### src/rtl/cfm_pkg.sv
package cfm_pkg;

   // field widths
   localparam int KIND_W     = 2;
   localparam int CAPTURE_W  = 16;
   localparam int CLOCK_HZ_W = 26;
   localparam int PERIOD_W   = 32;
   localparam int OVF_W      = 16;

   // free-running timer width; one overflow adds 2^TIMER_BITS ticks
   localparam int TIMER_BITS = 16;

   // serial divider: one quotient bit per cycle over the dividend width
   localparam int DIV_STEPS  = CLOCK_HZ_W;
   localparam int DIV_CNT_W  = $clog2(DIV_STEPS);

   localparam logic [CLOCK_HZ_W-1:0] CLOCK_HZ_RESET = CLOCK_HZ_W'(16000000);
   localparam logic [OVF_W-1:0]      OVF_MAX        = '1;

   // event codes
   localparam logic [KIND_W-1:0] KIND_OVERFLOW = 2'd0;
   localparam logic [KIND_W-1:0] KIND_RISE     = 2'd1;
   localparam logic [KIND_W-1:0] KIND_FALL     = 2'd2;

   // measurement phase
   typedef enum logic [1:0] {
      PH_ARMED,
      PH_COUNT,
      PH_FELL
   } phase_type;

   // divider sequencer
   typedef enum logic [1:0] {
      DIV_IDLE,
      DIV_RUN,
      DIV_DONE
   } div_state_type;

   // command from the event tracker to the divider
   typedef struct packed {
      logic [PERIOD_W-1:0]   period;
      logic [CLOCK_HZ_W-1:0] dividend;
   } div_cmd_type;

   // one result word
   typedef struct packed {
      logic [CLOCK_HZ_W-1:0] frequency_hz;
      logic [PERIOD_W-1:0]   period_ticks;
      logic                  zero_period;
   } rsp_word_type;

endpackage

### src/rtl/cfm_if.sv
interface cfm_req_if;
   import cfm_pkg::*;
   logic                 valid;
   logic                 ready;
   logic [KIND_W-1:0]    kind;
   logic [CAPTURE_W-1:0] capture_value;
   modport source (output valid, kind, capture_value, input ready);
   modport sink   (input valid, kind, capture_value, output ready);
endinterface

interface cfm_rsp_if;
   import cfm_pkg::*;
   logic                  valid;
   logic                  ready;
   logic [CLOCK_HZ_W-1:0] frequency_hz;
   logic [PERIOD_W-1:0]   period_ticks;
   logic                  zero_period;
   modport source (output valid, frequency_hz, period_ticks, zero_period, input ready);
   modport sink   (input valid, frequency_hz, period_ticks, zero_period, output ready);
endinterface

interface cfm_csr_if;
   import cfm_pkg::*;
   logic                  valid;
   logic                  ready;
   logic [CLOCK_HZ_W-1:0] clock_hz;
   modport source (output valid, clock_hz, input ready);
   modport sink   (input valid, clock_hz, output ready);
endinterface

### src/rtl/cfm_ctrl.sv
module cfm_ctrl (
   input  logic                          clock,
   input  logic                          reset,
   input  logic                          req_valid,
   output logic                          req_ready,
   input  logic [cfm_pkg::KIND_W-1:0]    req_kind,
   input  logic [cfm_pkg::CAPTURE_W-1:0] req_capture_value,
   input  logic [cfm_pkg::CLOCK_HZ_W-1:0] clock_hz,
   output logic                          cmd_valid,
   output cfm_pkg::div_cmd_type          cmd,
   input  logic                          cmd_ready
);
   import cfm_pkg::*;

   phase_type              phase_ff, phase_in;
   logic [CAPTURE_W-1:0]   start_ff, start_in;
   logic [OVF_W-1:0]       ovf_ff, ovf_in;
   logic                   accept;
   logic [PERIOD_W-1:0]    ext_ticks;

   // words are taken only while the divider can take a command
   assign req_ready = cmd_ready;
   assign accept    = req_valid && req_ready;

   // closing capture extended by the overflows, less the opening capture
   assign ext_ticks = PERIOD_W'(req_capture_value) + (PERIOD_W'(ovf_ff) << TIMER_BITS);
   assign cmd.period   = ext_ticks - PERIOD_W'(start_ff);
   assign cmd.dividend = clock_hz;

   always_ff @(posedge clock) begin
      if (reset) begin
         phase_ff <= PH_ARMED;
         start_ff <= '0;
         ovf_ff   <= '0;
      end else begin
         phase_ff <= phase_in;
         start_ff <= start_in;
         ovf_ff   <= ovf_in;
      end
   end

   // phase tracking; code 3 falls through untouched
   always_comb begin
      phase_in  = phase_ff;
      start_in  = start_ff;
      ovf_in    = ovf_ff;
      cmd_valid = 1'b0;
      if (accept) begin
         case (phase_ff)
            PH_ARMED: begin
               if (req_kind == KIND_RISE) begin
                  start_in = req_capture_value;
                  ovf_in   = '0;
                  phase_in = PH_COUNT;
               end
            end
            PH_COUNT: begin
               if (req_kind == KIND_OVERFLOW && ovf_ff != OVF_MAX) begin
                  ovf_in = ovf_ff + 1'b1;
               end else if (req_kind == KIND_FALL) begin
                  phase_in = PH_FELL;
               end
            end
            PH_FELL: begin
               if (req_kind == KIND_OVERFLOW && ovf_ff != OVF_MAX) begin
                  ovf_in = ovf_ff + 1'b1;
               end else if (req_kind == KIND_RISE) begin
                  cmd_valid = 1'b1;
                  start_in  = '0;
                  ovf_in    = '0;
                  phase_in  = PH_ARMED;
               end
            end
            default: begin
               phase_in = PH_ARMED;
            end
         endcase
      end
   end

endmodule

### src/rtl/cfm_div.sv
module cfm_div (
   input  logic                  clock,
   input  logic                  reset,
   input  logic                  cmd_valid,
   input  cfm_pkg::div_cmd_type  cmd,
   output logic                  cmd_ready,
   output logic                  out_valid,
   output cfm_pkg::rsp_word_type out_word,
   input  logic                  out_ready
);
   import cfm_pkg::*;

   div_state_type           state_ff, state_in;
   logic [DIV_CNT_W-1:0]    cnt_ff, cnt_in;
   logic [CLOCK_HZ_W-1:0]   num_ff, num_in;
   logic [CLOCK_HZ_W-1:0]   rem_ff, rem_in;
   logic [PERIOD_W-1:0]     den_ff, den_in;
   logic [CLOCK_HZ_W:0]     trial;
   logic [PERIOD_W-1:0]     diff;
   logic                    fits;

   // restoring step: bring in the next dividend bit, subtract if it fits
   assign trial = {rem_ff, num_ff[CLOCK_HZ_W-1]};
   assign fits  = PERIOD_W'(trial) >= den_ff;
   assign diff  = PERIOD_W'(trial) - den_ff;

   assign cmd_ready = (state_ff == DIV_IDLE);
   assign out_valid = (state_ff == DIV_DONE);

   // quotient has replaced the dividend in num_ff
   assign out_word.frequency_hz = (den_ff == '0) ? '0 : num_ff;
   assign out_word.period_ticks = den_ff;
   assign out_word.zero_period  = (den_ff == '0);

   always_ff @(posedge clock) begin
      if (reset) begin
         state_ff <= DIV_IDLE;
         cnt_ff   <= '0;
      end else begin
         state_ff <= state_in;
         cnt_ff   <= cnt_in;
      end
   end

   always_ff @(posedge clock) begin
      num_ff <= num_in;
      rem_ff <= rem_in;
      den_ff <= den_in;
   end

   // sequencer
   always_comb begin
      state_in = state_ff;
      cnt_in   = cnt_ff;
      num_in   = num_ff;
      rem_in   = rem_ff;
      den_in   = den_ff;
      case (state_ff)
         DIV_IDLE: begin
            if (cmd_valid) begin
               num_in   = cmd.dividend;
               den_in   = cmd.period;
               rem_in   = '0;
               cnt_in   = '0;
               state_in = DIV_RUN;
            end
         end
         DIV_RUN: begin
            num_in = {num_ff[CLOCK_HZ_W-2:0], fits};
            rem_in = fits ? diff[CLOCK_HZ_W-1:0] : trial[CLOCK_HZ_W-1:0];
            if (cnt_ff == DIV_CNT_W'(DIV_STEPS - 1)) begin
               state_in = DIV_DONE;
            end else begin
               cnt_in = cnt_ff + 1'b1;
            end
         end
         DIV_DONE: begin
            if (out_ready) begin
               state_in = DIV_IDLE;
            end
         end
         default: begin
            state_in = DIV_IDLE;
         end
      endcase
   end

   // a command only lands on an idle divider
   a_cmd_when_idle: assert property (@(posedge clock) disable iff (reset)
      cmd_valid |-> state_ff == DIV_IDLE)
      else $error("divider command while busy");

   // step count stays within the dividend width
   a_cnt_range: assert property (@(posedge clock) disable iff (reset)
      state_ff == DIV_RUN |-> cnt_ff <= DIV_CNT_W'(DIV_STEPS - 1))
      else $error("divider step count out of range");

   // a zero period never reports a frequency
   a_zero_result: assert property (@(posedge clock) disable iff (reset)
      (out_valid && out_word.zero_period) |-> out_word.frequency_hz == '0)
      else $error("zero period with nonzero frequency");

   // a run started from idle reaches the done state after its last step
   a_run_length: assert property (@(posedge clock) disable iff (reset)
      (state_ff == DIV_IDLE && cmd_valid) |=> ##(DIV_STEPS) state_ff == DIV_DONE)
      else $error("divider run length wrong");

endmodule

### src/rtl/capture_frequency_meter_core.sv
// channel   dir  handshake     payload
// req_if    in   valid/ready   kind, capture_value
// rsp_if    out  valid/ready   frequency_hz, period_ticks, zero_period
// csr_if    in   valid/ready   clock_hz (always ready)
//
// Overflow, falling, stray and opening rising words only update the phase tracker.
// A closing rising word starts the bit-serial divider, one quotient bit per
// cycle, then the result moves to the output register; the next word is taken
// once the divider has handed its result on to the output register.
// req_if.ready is low while the divider runs or holds a finished result.
// Reset is synchronous; clock_hz returns to 16000000 and the meter re-arms.
// A result stalled on rsp_if holds in the output register while the next
// measurement proceeds; a second finished division waits in the divider.
module capture_frequency_meter_core (
   input  logic      clock,
   input  logic      reset,
   cfm_req_if.sink   req_if,
   cfm_rsp_if.source rsp_if,
   cfm_csr_if.sink   csr_if
);
   import cfm_pkg::*;

   logic [CLOCK_HZ_W-1:0] clock_hz_ff, clock_hz_in;
   logic                  cmd_valid;
   div_cmd_type           cmd;
   logic                  cmd_ready;
   logic                  div_valid;
   rsp_word_type          div_word;
   logic                  div_ready;
   logic                  rsp_valid_ff, rsp_valid_in;
   rsp_word_type          rsp_word_ff, rsp_word_in;

   // configuration register
   assign csr_if.ready = 1'b1;
   assign clock_hz_in  = csr_if.valid ? csr_if.clock_hz : clock_hz_ff;

   always_ff @(posedge clock) begin
      if (reset) begin
         clock_hz_ff <= CLOCK_HZ_RESET;
      end else begin
         clock_hz_ff <= clock_hz_in;
      end
   end

   cfm_ctrl u_ctrl (
      .clock             (clock),
      .reset             (reset),
      .req_valid         (req_if.valid),
      .req_ready         (req_if.ready),
      .req_kind          (req_if.kind),
      .req_capture_value (req_if.capture_value),
      .clock_hz          (clock_hz_ff),
      .cmd_valid         (cmd_valid),
      .cmd               (cmd),
      .cmd_ready         (cmd_ready)
   );

   cfm_div u_div (
      .clock     (clock),
      .reset     (reset),
      .cmd_valid (cmd_valid),
      .cmd       (cmd),
      .cmd_ready (cmd_ready),
      .out_valid (div_valid),
      .out_word  (div_word),
      .out_ready (div_ready)
   );

   // output register
   assign div_ready    = !rsp_valid_ff || rsp_if.ready;
   assign rsp_valid_in = div_valid || (rsp_valid_ff && !rsp_if.ready);
   assign rsp_word_in  = (div_valid && div_ready) ? div_word : rsp_word_ff;

   always_ff @(posedge clock) begin
      if (reset) begin
         rsp_valid_ff <= 1'b0;
      end else begin
         rsp_valid_ff <= rsp_valid_in;
      end
   end

   always_ff @(posedge clock) begin
      rsp_word_ff <= rsp_word_in;
   end

   assign rsp_if.valid        = rsp_valid_ff;
   assign rsp_if.frequency_hz = rsp_word_ff.frequency_hz;
   assign rsp_if.period_ticks = rsp_word_ff.period_ticks;
   assign rsp_if.zero_period  = rsp_word_ff.zero_period;

endmodule

### src/flat_wrapper.sv
// flat-port wrapper written by rule: the top's interface ports become plain ports
module capture_frequency_meter_core_flat import cfm_pkg::*;
  (clock, reset, req_if_valid, req_if_kind, req_if_capture_value, req_if_ready, rsp_if_valid, rsp_if_frequency_hz, rsp_if_period_ticks, rsp_if_zero_period, rsp_if_ready, csr_if_valid, csr_if_clock_hz, csr_if_ready);
  cfm_req_if req_if_i ();
  cfm_rsp_if rsp_if_i ();
  cfm_csr_if csr_if_i ();
  input  logic clock;
  input  logic reset;
  input wire logic [$bits(req_if_i.valid)-1:0] req_if_valid;
  input wire logic [$bits(req_if_i.kind)-1:0] req_if_kind;
  input wire logic [$bits(req_if_i.capture_value)-1:0] req_if_capture_value;
  output wire logic [$bits(req_if_i.ready)-1:0] req_if_ready;
  output wire logic [$bits(rsp_if_i.valid)-1:0] rsp_if_valid;
  output wire logic [$bits(rsp_if_i.frequency_hz)-1:0] rsp_if_frequency_hz;
  output wire logic [$bits(rsp_if_i.period_ticks)-1:0] rsp_if_period_ticks;
  output wire logic [$bits(rsp_if_i.zero_period)-1:0] rsp_if_zero_period;
  input wire logic [$bits(rsp_if_i.ready)-1:0] rsp_if_ready;
  input wire logic [$bits(csr_if_i.valid)-1:0] csr_if_valid;
  input wire logic [$bits(csr_if_i.clock_hz)-1:0] csr_if_clock_hz;
  output wire logic [$bits(csr_if_i.ready)-1:0] csr_if_ready;
  assign req_if_i.valid = req_if_valid;
  assign req_if_i.kind = req_if_kind;
  assign req_if_i.capture_value = req_if_capture_value;
  assign req_if_ready = req_if_i.ready;
  assign rsp_if_valid = rsp_if_i.valid;
  assign rsp_if_frequency_hz = rsp_if_i.frequency_hz;
  assign rsp_if_period_ticks = rsp_if_i.period_ticks;
  assign rsp_if_zero_period = rsp_if_i.zero_period;
  assign rsp_if_i.ready = rsp_if_ready;
  assign csr_if_i.valid = csr_if_valid;
  assign csr_if_i.clock_hz = csr_if_clock_hz;
  assign csr_if_ready = csr_if_i.ready;
  capture_frequency_meter_core u_core (.clock(clock), .reset(reset), .req_if(req_if_i), .rsp_if(rsp_if_i), .csr_if(csr_if_i));
endmodule
### config.mk
export PLATFORM = sky130hd
export DESIGN_NAME = capture_frequency_meter_core_flat
export DESIGN_NICKNAME = d
export VERILOG_FILES = /design/src/rtl/cfm_pkg.sv /design/src/rtl/cfm_if.sv /design/src/rtl/cfm_ctrl.sv /design/src/rtl/cfm_div.sv /design/src/rtl/capture_frequency_meter_core.sv /design/src/flat_wrapper.sv
export SDC_FILE = /design/constraint.sdc
export NUM_CORES = 1
export LEC_CHECK = 0
export BUFFER_PORTS_ARGS = -buffer_cell sky130_fd_sc_hd__buf_4
export CAP_MARGIN = 40
export CELL_PAD_IN_SITES_DETAIL_PLACEMENT = 2
export CELL_PAD_IN_SITES_GLOBAL_PLACEMENT = 2
export CORE_UTILIZATION = 35
export CTS_CLUSTER_DIAMETER = 150
export DETAILED_ROUTE_END_ITERATION = 8
export PLACE_DENSITY = 0.83
export SLEW_MARGIN = 20
export SYNTH_ARGS = -nofsm -noshare
export SYNTH_HDL_FRONTEND = slang
export SYNTH_SLANG_ARGS = --single-unit
### constraint.sdc
create_clock -name clock -period 3.8 [get_ports clock]
set_clock_uncertainty 0.05 [all_clocks]
set_input_delay 0.19 -clock clock [delete_from_list [all_inputs] [get_ports clock]]
set_output_delay 0.19 -clock clock [all_outputs]
set_load 0.005 [all_outputs]
==> flow_summary.yaml <==
sta:
  setup_slack_ns: 0.159
  max_freq_mhz: 275
  final_max_slew_viol_count: 0
  setup_tns_ns: 0
  relSlewSlack_pct: 46.0
  setup_viol: 0
  min_period_ns: 3.64
  rsz0062_at_grt: "false"
  worstMarginPinSlew_ns: 0.802
  finalCritPeriodShare_pct: 95.8
  hold_viol: 0
setup_path:
  worstPathRequired_ns: 4.02
  setup.worst_path.class: "flop to flop"
  endpoint_kind: "flop"
  crit_arrival_ns: 3.86
  startpoint_type: "flop"
  critPathMaxFanout: 19
placed_design:
  portBuffers: 109
  dp_hpwl_mm: 23.6
  dpl-instance-area_um2: 12100
  globalplace.congestion: 0.862
  place_ws_ns: 0.293
synthesis:
  synthesis.area_um2: 10800
  synth_edf_count: 143
  ys.warnings.count: 0
  synthTopCellsByArea: "edfxtp_1, dfxtp_1, ha_1"
  ys_ff_latch: 211
  yosysMostFrequentCell: "edfxtp_1"
  seq_area_frac_synth_pct: 52.3
  syn_nets: 1171
  async_reset_ff_share_pct: 0
  synth_cells: 1069
  yosysTopAreaCellShare_pct: 39.7
  synth_flop_cell: "edfxtp_1"
  synth_cell_types: 63
  ys_top_cells_by_count: "edfxtp_1, nand2_1, nor2_1, a21oi_1, dfxtp_1"
  syn_area_per_cell_um2: 10.1
  yosys.area.top_type: "edfxtp_1"
global_routing:
  overflow: 0
  first_global_vias: 9708
  grtUsageMet2_pct: 43.9
  busiest_layer: "met2"
  grt_pass1_wl_mm: 57.4
  antenna_found_initial: 0
  use_met3_pct: 2.31
  grt_use_met1_pct: 28.2
  grt_usage_pct: 23.6
  grt_max_degree: 65
clock_tree:
  cts_tree: "done"
  htree_num_levels: 1
  post_cts_buffers: 0
  worstSkewPairLatency_ns: 0.55
  path_clk_slew_ns: 0.07
  cts.sinks: 211
  cts_buffers: 25
  cts_buffer_depth: 3
  root_buffer: "clkbuf_16"
route:
  route.detailed.drc: 0
  drtIter0Drc: 440
  avgRoutedWirePerCell_um: 22.9
  wirelength_mm: 36.9
  ant_nets: 0
  vias_per_cell: 5.44
  vias: 8764
  dr.pass1.iters: 5
flow_run:
  maxCapViolCount: 0
floorplan:
  io_pins: 111
  die-area_um2: 31600
  core.rowCount: 63
  fp.dieW_um: 178
  core-area_um2: 30000
  dieHeight_um: 178
  initial_core_util_pct: 36.0
pwr:
  powerDensity_nw_per_um2: 411
  leakagePower_uw: 0.00537
  peakVddDrop_mv: 0.288
  p_total_uw: 5420
final_layout:
  fill_cells: 3138
  final_core_util_pct: 44.0
  syn_to_final_growth_pct: 22.3
  n_antenna_cell: 0
  drive_above_1_share_pct: 14.8
  design_area_um2: 13200
  finish.net_count: 1303
run_status:
  status: "finished clean"
min_path:
  hold_class: "primary input to flop"
## area by class of cell
type / count / area (µm²) / share of cell area (%)
multi-input cells: 750 / 4760 / 36.0
well taps: 390 / 488 / 3.69
clock inverters: 10 / 139 / 1.05
flip-flops and latches: 211 / 5660 / 42.8
repair buffers: 149 / 1220 / 9.21
inverters: 64 / 240 / 1.82
clock buffers: 36 / 717 / 5.43
## kinds of logic after synthesis
group / count (synthesis) / share of synthesized area [%]
and+or+nand+nor: 416 / 19.0
DFF: 211 / 52.3
AOI/OAI and AO/OA: 191 / 10.8
buffers and inverters: 108 / 3.98
xor gates and xnor gates: 55 / 4.46
adders and majority gates: 53 / 6.28
muxes: 34 / 3.15
other: 1 / 0.0347
## registers in the layout, indices dropped and copies added (netlist names)
name	count
u_core.clock_hz_ff	26
u_core.rsp_if.frequency_hz	26
u_core.rsp_if.period_ticks	32
u_core.rsp_if.valid	1
u_core.rsp_if.zero_period	1
u_core.u_ctrl.ovf_ff	16
u_core.u_ctrl.phase_ff	2
u_core.u_ctrl.start_ff	16
u_core.u_div.cnt_ff	5
u_core.u_div.den_ff	32
u_core.u_div.num_ff	26
u_core.u_div.rem_ff	26
u_core.u_div.state_ff	2
## worst max-delay path, cell delays in order (launching register included)
cell and delay (ns):
edfxtp_1 0.43, inv_1 0.11, ha_1 0.41, a211oi_1 0.33, nor2_1 0.14, o41ai_1 0.42
o21a_1 0.22, o21ai_0 0.27, nor2_4 0.42, buf_12 0.24, mux2i_1 0.25, nor2_1 0.07
## per-stage QoR
| stage | hold slack (ns) | cells |
|---|---|---|
| after floorplan | 0.262 | 1069 |
| after global placement | 0.350 | 1537 |
| after detailed placement | 0.353 | 1537 |
| after CTS | 0.0149 | 1609 |
| after global routing | 0.0593 | 1610 |
| final | 0.0261 | 1610 |
## path summary, 6_finish.rpt
check             slack, ns                                        to  cells past startpoint                         startpoint
hold reg to reg        0.41  u_core.rsp_if.period_ticks[30]$_DFFE_PP_                      0  u_core.u_div.den_ff[30]$_DFFE_PP_
hold / removal         0.03   u_core.u_ctrl.start_ff[11]$_SDFFE_PP0P_                      4           req_if_capture_value[11]
setup / recovery       0.16      u_core.u_div.rem_ff[2]$_SDFFCE_PN0P_                     11  u_core.u_div.den_ff[17]$_DFFE_PP_
setup reg to reg       0.16      u_core.u_div.rem_ff[2]$_SDFFCE_PN0P_                     11  u_core.u_div.den_ff[17]$_DFFE_PP_
## metal layers
metal | vias to the layer above | routed length, µm | part of all wire, %
met2 | 179 | 19300 | 52
met3 | 69 | 1010 | 2.7
li1 | 4023 | - | -
met4 | 0 | 1270 | 3.4
met5 | - | 0 | 0
met1 | 4493 | 15300 | 41
## repair_timing
| action | CTS | global route |
|---|---|---|
| setup endpoints to repair | 0 | 14 |
| hold buffers | 26 | 0 |
| resized for setup | 0 | 2 |
| hold endpoints to repair | 26 | 0 |
## report_power, final
| group | switching [µW] | internal [µW] | leakage (µW) |
|---|---|---|---|
| registers | 20.2 | 2470 | 0.00185 |
| clock network | 1020 | 1520 | 0.000418 |
| logic | 224 | 167 | 0.00311 |
| total | 1260 | 4160 | 0.00537 |
## cell usage in the layout (no fill, tap or decap), types with 26 or more instances in the layout
cell | synthesis | final
nor2_1 | 108 | 107
xnor2_1 | 27 | 27
o21ai_0 | 45 | 45
nor2b_1 | 47 | 45
dlygate4sd3_1 | 0 | 26
buf_4 | 3 | 121
edfxtp_1 | 143 | 143
ha_1 | 51 | 51
dfxtp_1 | 68 | 68
mux2i_1 | 34 | 34
nand2_1 | 123 | 122
xor2_1 | 28 | 28
a21oi_1 | 71 | 70
inv_1 | 64 | 64
nor3_1 | 27 | 27
Note: power is estimated with default switching activity, not from simulation.
